File: config.mk
export PLATFORM = sky130hd
export DESIGN_NAME = ascii_decimal_value_parser_core
export DESIGN_NICKNAME = d
export VERILOG_FILES = /design/src/rtl/adv_pkg.sv /design/src/rtl/adv_front.sv /design/src/rtl/adv_div.sv /design/src/rtl/adv_back.sv /design/src/rtl/ascii_decimal_value_parser_core.sv
export VERILOG_INCLUDE_DIRS = /design/src /design/src/rtl
export SDC_FILE = /design/constraint.sdc
export NUM_CORES = 1
export LEC_CHECK = 0
export BUFFER_PORTS_ARGS = -buffer_cell sky130_fd_sc_hd__buf_2
export CAP_MARGIN = 30
export CORE_UTILIZATION = 54
export CTS_CLUSTER_DIAMETER = 200
export CTS_CLUSTER_SIZE = 24
export DETAILED_ROUTE_END_ITERATION = 10
export MAX_ROUTING_LAYER = met4
export PLACE_DENSITY_LB_ADDON = 0.08
export SLEW_MARGIN = 10
export SYNTH_ARGS = -nofsm -noshare
export SYNTH_HDL_FRONTEND = slang
export SYNTH_SLANG_ARGS = --single-unit
File: constraint.sdc
create_clock -name clk_i -period 11.9 [get_ports clk_i]
set_input_delay 0.595 -clock clk_i [delete_from_list [all_inputs] [get_ports clk_i]]
set_output_delay 0.595 -clock clk_i [all_outputs]
set_load 0.01 [all_outputs]
File: src/rtl/assert_macros.svh
// Assertion helpers for the parser RTL. Both forms check on the rising clock
// edge and are switched off while reset is asserted.
`ifndef ASSERT_MACROS_SVH
`define ASSERT_MACROS_SVH
`ifndef SYNTHESIS
`define ADV_ASSERT(lbl, clk, rstn, prop, msg) \
  lbl: assert property (@(posedge clk) disable iff (!rstn) prop) else $error(msg);
`define ADV_ASSERT_IMPL(lbl, clk, rstn, ante, cons, msg) \
  lbl: assert property (@(posedge clk) disable iff (!rstn) (ante) |-> (cons)) else $error(msg);
`else
`define ADV_ASSERT(lbl, clk, rstn, prop, msg)
`define ADV_ASSERT_IMPL(lbl, clk, rstn, ante, cons, msg)
`endif
`endif

File: src/rtl/adv_pkg.sv
package adv_pkg;

  localparam int unsigned QueueDepthDef = 4;
  localparam int unsigned TextMaxChars  = 5;
  localparam int unsigned MaxFracDigits = 9;

  localparam int unsigned CountW   = 3;
  localparam int unsigned FracCntW = 4;
  localparam int unsigned AccW     = 32;
  localparam int unsigned WholeW   = 16;
  localparam int unsigned TextW    = 40;
  localparam int unsigned DivNumW  = 48;
  localparam int unsigned DivDenW  = 32;
  localparam int unsigned QuoW     = 17;
  localparam int unsigned QuoCntW  = 5;

  localparam logic [2:0] ModeInt   = 3'd0;
  localparam logic [2:0] ModeByte  = 3'd1;
  localparam logic [2:0] ModeHalf  = 3'd2;
  localparam logic [2:0] ModeFixed = 3'd3;
  localparam logic [2:0] ModeText  = 3'd4;

  localparam logic CmdChar = 1'b0;
  localparam logic CmdEnd  = 1'b1;

  localparam logic [7:0] CharMinus = 8'h2D;
  localparam logic [7:0] CharPoint = 8'h2E;
  localparam logic [7:0] CharZero  = 8'h30;
  localparam logic [7:0] CharNine  = 8'h39;

  localparam logic [AccW-1:0] ByteMax     = 32'd255;
  localparam logic [AccW-1:0] HalfMax     = 32'd65535;
  localparam logic [AccW-1:0] FixWholeMax = 32'd32768;

  typedef struct packed {
    logic       command;
    logic [7:0] ch;
  } in_item_t;

  typedef struct packed {
    logic               ok;
    logic signed [31:0] number;
    logic [39:0]        text_digits;
    logic [2:0]         text_length;
  } out_item_t;

  // Classified character as it sits in the queue.
  typedef struct packed {
    logic       is_end;
    logic       is_digit;
    logic       is_minus;
    logic       is_point;
    logic [7:0] ch;
  } tok_t;

  typedef struct packed {
    logic            busy;
    logic            done;
    logic [QuoW-1:0] quotient;
  } div_rsp_t;

  typedef enum logic [1:0] {
    BkIdle,
    BkDiv,
    BkDone
  } back_state_e;

  function automatic logic [DivDenW-1:0] pow10(input logic [FracCntW-1:0] n);
    logic [DivDenW-1:0] p;
    case (n)
      4'd0:    p = 32'd1;
      4'd1:    p = 32'd10;
      4'd2:    p = 32'd100;
      4'd3:    p = 32'd1000;
      4'd4:    p = 32'd10000;
      4'd5:    p = 32'd100000;
      4'd6:    p = 32'd1000000;
      4'd7:    p = 32'd10000000;
      4'd8:    p = 32'd100000000;
      default: p = 32'd1000000000;
    endcase
    return p;
  endfunction

endpackage

File: src/rtl/adv_front.sv
`include "assert_macros.svh"

module adv_front import adv_pkg::*; #(
  parameter int unsigned Depth = QueueDepthDef  // two or more
) (
  input  logic     clk_i,
  input  logic     rst_ni,
  input  logic     in_valid_i,
  output logic     in_stall_o,
  input  in_item_t in_data_i,
  output logic     q_valid_o,
  output tok_t     q_tok_o,
  input  logic     q_pop_i
);

  localparam int unsigned PtrW = $clog2(Depth);
  localparam int unsigned CntW = $clog2(Depth + 1);

  tok_t            mem_q [Depth];
  logic [PtrW-1:0] wr_ptr_q, rd_ptr_q;
  logic [CntW-1:0] cnt_q;
  tok_t            tok;
  logic            push, pop;

  always_comb begin
    tok.is_end   = (in_data_i.command == CmdEnd);
    tok.is_digit = (in_data_i.ch >= CharZero) && (in_data_i.ch <= CharNine);
    tok.is_minus = (in_data_i.ch == CharMinus);
    tok.is_point = (in_data_i.ch == CharPoint);
    tok.ch       = in_data_i.ch;
  end

  assign in_stall_o = (cnt_q == CntW'(Depth));
  assign push       = in_valid_i && !in_stall_o;
  assign q_valid_o  = (cnt_q != '0);
  assign pop        = q_pop_i && q_valid_o;
  assign q_tok_o    = mem_q[rd_ptr_q];

  always_ff @(posedge clk_i or negedge rst_ni) begin
    if (!rst_ni) begin
      wr_ptr_q <= '0;
      rd_ptr_q <= '0;
      cnt_q    <= '0;
    end else begin
      if (push) begin
        wr_ptr_q <= (wr_ptr_q == PtrW'(Depth - 1)) ? '0 : wr_ptr_q + 1'b1;
      end
      if (pop) begin
        rd_ptr_q <= (rd_ptr_q == PtrW'(Depth - 1)) ? '0 : rd_ptr_q + 1'b1;
      end
      if (push && !pop) begin
        cnt_q <= cnt_q + 1'b1;
      end else if (pop && !push) begin
        cnt_q <= cnt_q - 1'b1;
      end
    end
  end

  always_ff @(posedge clk_i) begin
    if (push) begin
      mem_q[wr_ptr_q] <= tok;
    end
  end

  `ADV_ASSERT(a_cnt_step, clk_i, rst_ni, (push && !pop) |=> (cnt_q == $past(cnt_q) + 1'b1), "queue count did not follow a push")

endmodule

File: src/rtl/adv_div.sv
`include "assert_macros.svh"

// Restoring divider, one quotient bit per cycle. The upper numerator bits
// must already be below the divisor, so the quotient fits in QuoW bits.
module adv_div import adv_pkg::*; (
  input  logic               clk_i,
  input  logic               rst_ni,
  input  logic               start_i,
  input  logic [DivNumW-1:0] num_i,
  input  logic [DivDenW-1:0] den_i,
  output div_rsp_t           rsp_o
);

  logic               busy_q, done_q;
  logic [QuoCntW-1:0] cnt_q;
  logic [DivDenW-1:0] rem_q, den_q, trial;
  logic [QuoW-1:0]    low_q, quo_q;
  logic               ge;

  assign trial = {rem_q[DivDenW-2:0], low_q[QuoW-1]};
  assign ge    = (trial >= den_q);

  always_ff @(posedge clk_i or negedge rst_ni) begin
    if (!rst_ni) begin
      busy_q <= 1'b0;
      done_q <= 1'b0;
      cnt_q  <= '0;
    end else begin
      done_q <= 1'b0;
      if (start_i) begin
        busy_q <= 1'b1;
        cnt_q  <= QuoCntW'(QuoW);
      end else if (busy_q) begin
        cnt_q <= cnt_q - 1'b1;
        if (cnt_q == QuoCntW'(1)) begin
          busy_q <= 1'b0;
          done_q <= 1'b1;
        end
      end
    end
  end

  always_ff @(posedge clk_i) begin
    if (start_i) begin
      rem_q <= DivDenW'(num_i[DivNumW-1:QuoW]);
      low_q <= num_i[QuoW-1:0];
      den_q <= den_i;
      quo_q <= '0;
    end else if (busy_q) begin
      rem_q <= ge ? trial - den_q : trial;
      low_q <= low_q << 1;
      quo_q <= {quo_q[QuoW-2:0], ge};
    end
  end

  assign rsp_o.busy     = busy_q;
  assign rsp_o.done     = done_q;
  assign rsp_o.quotient = quo_q;

  `ADV_ASSERT_IMPL(a_no_restart, clk_i, rst_ni, start_i, !busy_q, "divider restarted while busy")
  `ADV_ASSERT(a_done_after_last, clk_i, rst_ni, (busy_q && cnt_q == QuoCntW'(1)) |=> done_q, "divider missed its done pulse")

endmodule

File: src/rtl/adv_back.sv
`include "assert_macros.svh"

module adv_back import adv_pkg::*; (
  input  logic      clk_i,
  input  logic      rst_ni,
  input  logic      cfg_we_i,
  input  logic [2:0] cfg_wdata_i,
  input  logic      q_valid_i,
  input  tok_t      q_tok_i,
  output logic      q_pop_o,
  output logic      out_valid_o,
  input  logic      out_stall_i,
  output out_item_t out_data_o
);

  back_state_e         state_q, state_d;
  logic [2:0]          mode_q;
  logic [AccW-1:0]     acc_q, acc_d, acc_sat;
  logic [WholeW-1:0]   whole_q, whole_d;
  logic [FracCntW-1:0] frac_cnt_q, frac_cnt_d;
  logic                neg_q, neg_d, point_q, point_d, fail_q, fail_d;
  logic [CountW-1:0]   char_cnt_q, char_cnt_d;
  logic [TextW-1:0]    text_q, text_d, text_ins;
  logic [AccW+3:0]     acc_ten;
  logic                out_valid_q, load_out, div_start;
  out_item_t           out_q, res;
  logic [AccW:0]       limit, fix_mag;
  logic [DivDenW-1:0]  pow_n;
  logic [DivNumW-1:0]  div_num;
  div_rsp_t            div_rsp;

  // Fraction f becomes (f * 2^16 + 10^n / 2) / 10^n.
  assign pow_n   = pow10(frac_cnt_q);
  assign div_num = {acc_q, 16'b0} + DivNumW'(pow_n >> 1);

  adv_div u_div (
    .clk_i  (clk_i),
    .rst_ni (rst_ni),
    .start_i(div_start),
    .num_i  (div_num),
    .den_i  (pow_n),
    .rsp_o  (div_rsp)
  );

  // Saturating acc * 10 + digit.
  assign acc_ten = {1'b0, acc_q, 3'b000} + {3'b000, acc_q, 1'b0}
                 + {32'b0, q_tok_i.ch[3:0]};
  assign acc_sat = (acc_ten[AccW+3:AccW] != '0) ? '1 : acc_ten[AccW-1:0];
  assign text_ins = TextW'(q_tok_i.ch) << {char_cnt_q, 3'b000};

  always_comb begin
    state_d    = state_q;
    acc_d      = acc_q;
    whole_d    = whole_q;
    frac_cnt_d = frac_cnt_q;
    neg_d      = neg_q;
    point_d    = point_q;
    fail_d     = fail_q;
    char_cnt_d = char_cnt_q;
    text_d     = text_q;
    q_pop_o    = 1'b0;
    div_start  = 1'b0;
    load_out   = 1'b0;
    unique case (state_q)
      BkIdle: begin
        if (q_valid_i) begin
          q_pop_o = 1'b1;
          if (q_tok_i.is_end) begin
            if (mode_q == ModeFixed && point_q) begin
              div_start = 1'b1;
              state_d   = BkDiv;
            end else begin
              state_d = BkDone;
            end
          end else begin
            if (mode_q == ModeText) begin
              if (!q_tok_i.is_digit || char_cnt_q >= CountW'(TextMaxChars)) begin
                fail_d = 1'b1;
              end else begin
                text_d = text_q | text_ins;
              end
            end else if (mode_q <= ModeFixed) begin
              if (q_tok_i.is_minus) begin
                if (char_cnt_q == '0) begin
                  neg_d = 1'b1;
                end else begin
                  fail_d = 1'b1;
                end
              end else if (q_tok_i.is_point && mode_q == ModeFixed) begin
                if (point_q || acc_q > FixWholeMax) begin
                  fail_d = 1'b1;
                end else begin
                  point_d = 1'b1;
                  whole_d = acc_q[WholeW-1:0];
                  acc_d   = '0;
                end
              end else if (q_tok_i.is_digit) begin
                if (mode_q == ModeFixed && point_q) begin
                  // Fraction digits past the limit are checked but dropped.
                  if (frac_cnt_q < FracCntW'(MaxFracDigits)) begin
                    acc_d      = acc_sat;
                    frac_cnt_d = frac_cnt_q + 1'b1;
                  end
                end else begin
                  acc_d = acc_sat;
                end
              end else begin
                fail_d = 1'b1;
              end
            end
            if (char_cnt_q < CountW'(TextMaxChars + 1)) begin
              char_cnt_d = char_cnt_q + 1'b1;
            end
          end
        end
      end
      BkDiv: begin
        if (div_rsp.done) begin
          state_d = BkDone;
        end
      end
      BkDone: begin
        if (!out_valid_q || !out_stall_i) begin
          load_out   = 1'b1;
          state_d    = BkIdle;
          acc_d      = '0;
          whole_d    = '0;
          frac_cnt_d = '0;
          neg_d      = 1'b0;
          point_d    = 1'b0;
          fail_d     = 1'b0;
          char_cnt_d = '0;
          text_d     = '0;
        end
      end
      default: state_d = BkIdle;
    endcase
  end

  assign limit   = neg_q ? 33'h080000000 : 33'h07FFFFFFF;
  assign fix_mag = point_q ? ({1'b0, whole_q, 16'b0} + {16'b0, div_rsp.quotient})
                           : {acc_q[16:0], 16'b0};

  always_comb begin
    res = '0;
    if (!fail_q) begin
      case (mode_q)
        ModeInt: begin
          if ({1'b0, acc_q} <= limit) begin
            res.ok     = 1'b1;
            res.number = $signed(neg_q ? -acc_q : acc_q);
          end
        end
        ModeByte: begin
          if (!neg_q && acc_q <= ByteMax) begin
            res.ok     = 1'b1;
            res.number = $signed(acc_q);
          end
        end
        ModeHalf: begin
          if (!neg_q && acc_q <= HalfMax) begin
            res.ok     = 1'b1;
            res.number = $signed(acc_q);
          end
        end
        ModeFixed: begin
          if ((point_q || acc_q <= FixWholeMax) && fix_mag <= limit) begin
            res.ok     = 1'b1;
            res.number = $signed(neg_q ? -fix_mag[AccW-1:0] : fix_mag[AccW-1:0]);
          end
        end
        ModeText: begin
          res.ok          = 1'b1;
          res.text_digits = text_q;
          res.text_length = char_cnt_q;
        end
        default: res = '0;
      endcase
    end
  end

  always_ff @(posedge clk_i or negedge rst_ni) begin
    if (!rst_ni) begin
      state_q     <= BkIdle;
      mode_q      <= ModeInt;
      acc_q       <= '0;
      whole_q     <= '0;
      frac_cnt_q  <= '0;
      neg_q       <= 1'b0;
      point_q     <= 1'b0;
      fail_q      <= 1'b0;
      char_cnt_q  <= '0;
      text_q      <= '0;
      out_valid_q <= 1'b0;
    end else begin
      state_q    <= state_d;
      acc_q      <= acc_d;
      whole_q    <= whole_d;
      frac_cnt_q <= frac_cnt_d;
      neg_q      <= neg_d;
      point_q    <= point_d;
      fail_q     <= fail_d;
      char_cnt_q <= char_cnt_d;
      text_q     <= text_d;
      if (cfg_we_i) begin
        mode_q <= cfg_wdata_i;
      end
      if (load_out) begin
        out_valid_q <= 1'b1;
      end else if (!out_stall_i) begin
        out_valid_q <= 1'b0;
      end
    end
  end

  always_ff @(posedge clk_i) begin
    if (load_out) begin
      out_q <= res;
    end
  end

  assign out_valid_o = out_valid_q;
  assign out_data_o  = out_q;

  `ADV_ASSERT_IMPL(a_fail_zero, clk_i, rst_ni, out_valid_q && !out_q.ok, out_q.number == '0 && out_q.text_digits == '0 && out_q.text_length == '0, "failed result carries data")
  `ADV_ASSERT_IMPL(a_div_wait, clk_i, rst_ni, state_q == BkDiv, div_rsp.busy || div_rsp.done, "waiting on an idle divider")

endmodule

File: src/rtl/ascii_decimal_value_parser_core.sv
// ASCII decimal parser: one character transaction per cycle enters a small
// queue (QueueDepth entries) while not full and is classified there; the
// parse engine behind it consumes one character per cycle while idle. An
// end-of-string transaction yields one result, in Q16.16 mode once a decimal
// point has been seen only after a one-bit-per-cycle divider has scaled the
// fraction. The result sits in an output register, so new characters keep
// flowing into the queue while it waits to be taken. The mode register is
// written through cfg_we_i and must only change while the block is idle.
module ascii_decimal_value_parser_core import adv_pkg::*; #(
  parameter int unsigned QueueDepth = QueueDepthDef
) (
  input  logic       clk_i,
  input  logic       rst_ni,
  input  logic       cfg_we_i,
  input  logic [2:0] cfg_wdata_i,
  input  logic       in_valid_i,
  output logic       in_stall_o,
  input  in_item_t   in_data_i,
  output logic       out_valid_o,
  input  logic       out_stall_i,
  output out_item_t  out_data_o
);

  logic q_valid, q_pop;
  tok_t q_tok;

  adv_front #(
    .Depth(QueueDepth)
  ) u_front (
    .clk_i     (clk_i),
    .rst_ni    (rst_ni),
    .in_valid_i(in_valid_i),
    .in_stall_o(in_stall_o),
    .in_data_i (in_data_i),
    .q_valid_o (q_valid),
    .q_tok_o   (q_tok),
    .q_pop_i   (q_pop)
  );

  adv_back u_back (
    .clk_i      (clk_i),
    .rst_ni     (rst_ni),
    .cfg_we_i   (cfg_we_i),
    .cfg_wdata_i(cfg_wdata_i),
    .q_valid_i  (q_valid),
    .q_tok_i    (q_tok),
    .q_pop_o    (q_pop),
    .out_valid_o(out_valid_o),
    .out_stall_i(out_stall_i),
    .out_data_o (out_data_o)
  );

endmodule

==> results.cfg, run 1 <==
[clock_network]
cts-buffers-inserted = 17
cts-resized-gates = 0
cts_num_sinks = 330
cts_tree = done
cts-root-buf = clkbuf_16
clk_path_buf_depth = 3
cts_max_level = 1
post_cts_buffers = 0
insertion_delay_ns = 0.54
path_clk_slew_ns = 0.11
cts_hold_buf = 0

[finish]
final_nets = 2454
layout_commonest_cell = nand2_1
finish.utilization_pct = 58.6
drive_above_1_share_pct = 8.36
syn_to_final_growth_pct = 6.80
final_cell_mix = nand2_1, nor2_1, edfxtp_1
antennaDiodeCount = 0

[worst_setup_path]
critical_path_class = register to register
start_kind = register
critPathCaptureType = register
worstPathRequired_ns = 12.36
cp_max_fo = 31
arrival_ns = 5.72

[timing]
rsz0062_at_grt = no
slew_headroom_pct = 38.1
fin_setup_tns_ns = 0
hold_viol = 0
max_freq_ghz = 0.190
worst_pin_slew_ns = 0.920
skew_ns = 0.0280
setup_viol = 0
layout_worst_path_cycle_share_pct = 44.2
slew_violations = 0
period_needed_ns = 5.26
layout_setup_ws_ns = 6.64

[grt]
antenna_found_initial = 1
grt_pass1_wl_um = 90000
grt_pass1_vias = 15900
track_usage_pct = 28.9
gr-total-overflow = 0
grt_max_degree = 84

[worst_hold_path]
hp-class = primary input to asynchronous set/reset pin

[logic_synthesis]
synth_xor_area_share_pct = 5.73
synth_top_family_by_area = compound AO/OA/AOI/OAI gates
synth_ff_type = edfxtp_1
synth_fa_ha_area_share_pct = 11.8
ys.warnings.count = 0
async_flop_share_pct = 35.8
synth_nets = 2416
synth.distinct_cells = 82
syn-cell-area_um2 = 21200
syn_area_per_cell_um2 = 9.65
syn-instance-count = 2201
ys_seq_area_share_pct = 43.1
synthSimpleGateAreaFrac_pct = 16.4
synth-edff-count = 195
muxShareOfSynthArea_pct = 3.00
ys_ff_latch = 330
synth_compound_area_share_pct = 16.6

[die]
dieWidth_um = 200
die_area_um2 = 40100
io_pins = 95
std_cell_rows = 72
core-area_um2 = 38700
start_util_pct = 54.9
dieHeight_um = 200

[drt]
post_drt_wl_per_cell_um = 20.4
drt-total-wl_um = 56400
dr.pass1.iters = 5
drt-initial-drc-count = 1585
via_count = 16800
final_antenna_net_count = 0
remaining_drc_errors = 0
vias_per_cell = 6.06

[place]
place.gp.congestion = 0.929
hpwlAfterDp_um = 40500
portBuffers = 94
dp_slack_ns = 6.64

[job]
maxCapViolations = 0

[pwr]
power_density_nw_per_um2 = 233
ir_drop_mv = 0.208
power.total_mw = 5.29
leakage_nw = 9.99

[outcome]
run_status = complete, no violations
-- through the flow --
step / hold slack (ns) / area (um2) / instances
after floorplan: 0.299 / 21200 / 2201
after global placement: 0.457 / 22100 / 2731
after detailed placement: 0.450 / 22200 / 2735
after CTS: 0.0655 / 22700 / 2764
after global routing: 0.0855 / 22700 / 2767
final: 0.0505 / 22700 / 2767
-- synthesized netlist by cell type, drive strengths merged, types with 14 or more instances --
cell	instances	area share, %
a211oi	25	0.88
a21o	57	2.0
a21oi	186	4.4
and2	57	1.7
and3	14	0.41
buf	16	0.43
clkbuf	83	1.5
dfrtp	118	14
dfxtp	17	1.6
edfxtp	195	28
ha	193	11
inv	81	1.4
mux2i	22	1.0
nand2	252	4.5
nand2b	18	0.53
nand3	45	1.1
nand4	27	0.79
nor2	199	3.5
nor2b	18	0.53
nor3	33	0.80
nor4	14	0.44
o21a	16	0.57
o21ai	129	3.0
o22ai	15	0.44
o31ai	23	0.81
or3	15	0.44
xnor2	70	2.9
xor2	69	2.8
-- sequential cells by signal, summed over array words and instances (netlist names), 2 cells and up --
| signal | cells |
|---|---|
| u_back.state_q | 2 |
| u_back.u_div.den_q | 23 |
| u_back.u_div.quo_q | 17 |
| u_back.u_div.cnt_q | 5 |
| u_back.u_div.low_q | 17 |
| u_front.cnt_q | 3 |
| u_front.wr_ptr_q | 2 |
| u_front.rd_ptr_q | 2 |
| u_back.u_div.rem_q | 31 |
| u_front.mem_q | 48 |
| u_back.out_data_o | 76 |
| u_back.char_cnt_q | 3 |
| u_back.acc_q | 32 |
| u_back.frac_cnt_q | 4 |
| u_back.whole_q | 16 |
| u_back.text_q | 40 |
| u_back.mode_q | 3 |
-- area by class of cell --
| class | instances | area (um2) |
|---|---|---|
| well taps | 518 | 648 |
| multi-input cells | 1690 | 11400 |
| flip-flops and latches | 330 | 9150 |
| repair buffers | 118 | 686 |
| inverters | 82 | 309 |
| clock buffers | 27 | 463 |
| clock inverters | 2 | 17.5 |
| fillers | 3384 | 16000 |
-- logic make-up (layout without fill, tap and decap cells) --
| family | Yosys count | after routing |
|---|---|---|
| adders and majority gates | 198 | 198 |
| xor gates and xnor gates | 139 | 139 |
| buffers and inverters | 181 | 229 |
| DFF | 330 | 330 |
| AOI/OAI and AO/OA | 566 | 566 |
| muxes | 47 | 47 |
| and+or+nand+nor | 740 | 740 |
-- path summary, 6_finish.rpt --
check | startpoint | end | slack, ns | depth (start not counted)
setup / recovery | u_front.rd_ptr_q[0] | u_back.acc_q[17] | 6.64 | 14
hold / removal | rst_ni | u_back.neg_q | 0.05 | 1
max in group asynchronous | rst_ni | u_front.cnt_q[2] | 10.66 | 3
hold reg to reg | u_back.u_div.done_q | u_back.state_q[0] | 0.48 | 1
min in group clk_i | cfg_wdata_i[0] | u_back.mode_q[0] | 0.29 | 3
setup reg to reg | u_front.rd_ptr_q[0] | u_back.acc_q[17] | 6.64 | 14
-- routing by layer --
metal	wire [um]	track usage (%)
met1	26100	41.3
met5	0	-
met3	3340	3.50
met4	850	4.93
met2	26100	44.9
-- worst max-delay path, cell delays in order, from the launching register on --
cell and delay, ns:
dfrtp_1 0.87, mux4_2 0.68, fa_1 0.51, fa_1 0.50
a211oi_1 0.28, o21ai_0 0.21, o2111ai_1 0.34, o21ai_0 0.23
a41oi_1 0.44, o22ai_1 0.15, and4b_1 0.23, a21oi_2 0.14
buf_4 0.31, o21bai_1 0.16, a22o_1 0.13
-- where the power goes --
group	total [mW]	internal [mW]	switching (mW)
sequential	2.01	1.61	0.404
combinational	2.63	1.01	1.61
clock	0.648	0.274	0.374
total	5.29	2.90	2.39
(Power assumes the default switching activity.)
==> inputs of run 2 (changes only) <==
==> constraint.sdc (replaced) <==
create_clock -name clk_i -period 4.45 [get_ports clk_i]
set_input_delay 0.2225 -clock clk_i [delete_from_list [all_inputs] [get_ports clk_i]]
set_output_delay 0.2225 -clock clk_i [all_outputs]
set_load 0.01 [all_outputs]
==> run 2 against run 1 <==
  * First-iteration DRC count fell by 5.8%
  * Clock power rose to 2.7 times the previous value
  * Largest power group unchanged
  * Largest cell class unchanged
  * Non-clock buffer count rose by 67
  * Critical endpoint unchanged
  * Worst setup slack got worse by 6.5 ns
  * Critical path type unchanged
==> results.cfg, run 2 (synthesis results as in run 1) <==
[die]
dieWidth_um = 200
dieHeight_um = 200
std_cell_rows = 72
die_area_um2 = 40100
core-area_um2 = 38700
io_pins = 95
start_util_pct = 54.9

[finish]
largest_reg_flops = 76
finish.utilization_pct = 60.2
fillers = 3373
final_cell_mix = nand2_1, nor2_1, edfxtp_1
antennaDiodeCount = 0
drive_above_1_share_pct = 10.7
instances_no_fill = 2835
syn_to_final_growth_pct = 9.67
fin_area_um2 = 23300
final_nets = 2521
layout_commonest_cell = nand2_1

[place]
dp.cells = 2787
place.gp.congestion = 0.942
dp_slack_ns = 0.0727
hpwlAfterDp_um = 41200
placed_cell_area_um2 = 22600
portBuffers = 94

[timing]
setup_viol = 0
max_freq_ghz = 0.235
fin_setup_tns_ns = 0
period_needed_ns = 4.26
worst_pin_slew_ns = 0.987
slew_violations = 0
hold_viol = 0
slew_headroom_pct = 33.5
skew_ns = 0.0197
layout_setup_ws_ns = 0.188
layout_worst_path_cycle_share_pct = 95.8
timing.hold.ws_ns = 0.158
rsz0062_at_grt = no

[clock_network]
insertion_delay_ns = 0.54
cts_tree = done
clk_path_buf_depth = 3
cts-root-buf = clkbuf_16
cts_num_sinks = 330
post_cts_buffers = 0
cts_max_level = 1
path_clk_slew_ns = 0.09
cts-buffers-inserted = 17

[outcome]
run_status = complete, no violations

[pwr]
p_int_mw = 8.03
switching_power_mw = 6.51
power_frac_clock_pct = 11.9
power_density_nw_per_um2 = 624
leakage_nw = 10.3
power.total_mw = 14.5
comb_power_share_pct = 53.2
seqPwrFrac_pct = 34.9
ir_drop_mv = 0.508
sw_frac_of_total_pct = 44.8

[worst_setup_path]
cp_max_fo = 23
arrival_ns = 4.74
worstPathRequired_ns = 4.92
critPathCaptureType = register
critical_path_class = register to register
start_kind = register

[grt]
grt_pass1_wl_um = 89900
track_usage_pct = 28.7
grt_pass1_vias = 16400
gr-total-overflow = 0
antenna_found_initial = 0
grt_max_degree = 87

[job]
maxCapViolations = 0

[drt]
drt-initial-drc-count = 1493
drt-total-wl_um = 56200
post_drt_wl_per_cell_um = 19.8
remaining_drc_errors = 0
via_count = 17200
vias_per_cell = 6.05
dr.pass1.iters = 6
final_antenna_net_count = 0

[worst_hold_path]
hp-class = primary input to register
run 2: cell types whose count changed in the layout (fill, tap and decap cells not counted), moves of 2 or more:
cell and delta:
buf_12 +3, buf_4 +50, dlygate4sd3_1 +15, o2111ai_1 -2, o2111ai_2 +2
run 2: path summary, 6_finish.rpt:
path                       slack (ns)                   to  cells past startpoint                start
setup / recovery                 0.19     u_back.acc_q[17]                     14  u_front.rd_ptr_q[0]
hold / removal                   0.16  u_front.wr_ptr_q[0]                      4           in_valid_i
setup reg to reg                 0.19     u_back.acc_q[17]                     14  u_front.rd_ptr_q[0]
hold reg to reg                  0.48    u_back.state_q[0]                      1  u_back.u_div.done_q
max in group asynchronous        3.08    u_back.text_q[10]                      3               rst_ni
min in group asynchronous        0.37       u_back.point_q                      2               rst_ni
run 2: power by group through the flow:
stage	Combinational (mW)	Clock (mW)	Sequential [mW]
after CTS	7.60	1.78	5.05
after global routing	8.57	1.88	5.16
after detailed placement	7.55	0	5.11
after global placement	7.35	0	5.09
final	7.74	1.73	5.07
after floorplan	5.22	0	5.02
run 2: routing by layer:
metal,global-route usage (%),wire length (um)
met5,-,0
met4,5.81,1170
met3,2.44,3090
met2,45.5,26200
met1,40.6,25700
run 2: critical path: stages, from the launching register on:
cell and delay [ns]:
dfrtp_2 0.44, mux4_2 0.55, fa_1 0.51, fa_1 0.50, a211oi_1 0.23, o21ai_0 0.18, o2111ai_2 0.29, o21ai_0 0.22
a41oi_2 0.27, o22ai_1 0.13, and4b_1 0.23, a21oi_2 0.21, buf_12 0.18, o21bai_1 0.12, a22o_1 0.15
run 2: cell type report:
type	count	area (um2)	area share [%]
timing repair buffer	185	1260	5.39
sequential	330	9150	39.3
clock inverter	2	17.5	0.0752
multi-input combinational	1690	11500	49.1
tap	518	648	2.78
inverter	82	309	1.33
clock buffer	28	467	2.00
run 2: repair_timing:
action,in CTS,in global routing
resized for setup,0,10
hold buffers,15,0
hold endpoints to repair,94,0
endpoints found under the setup margin,0,51
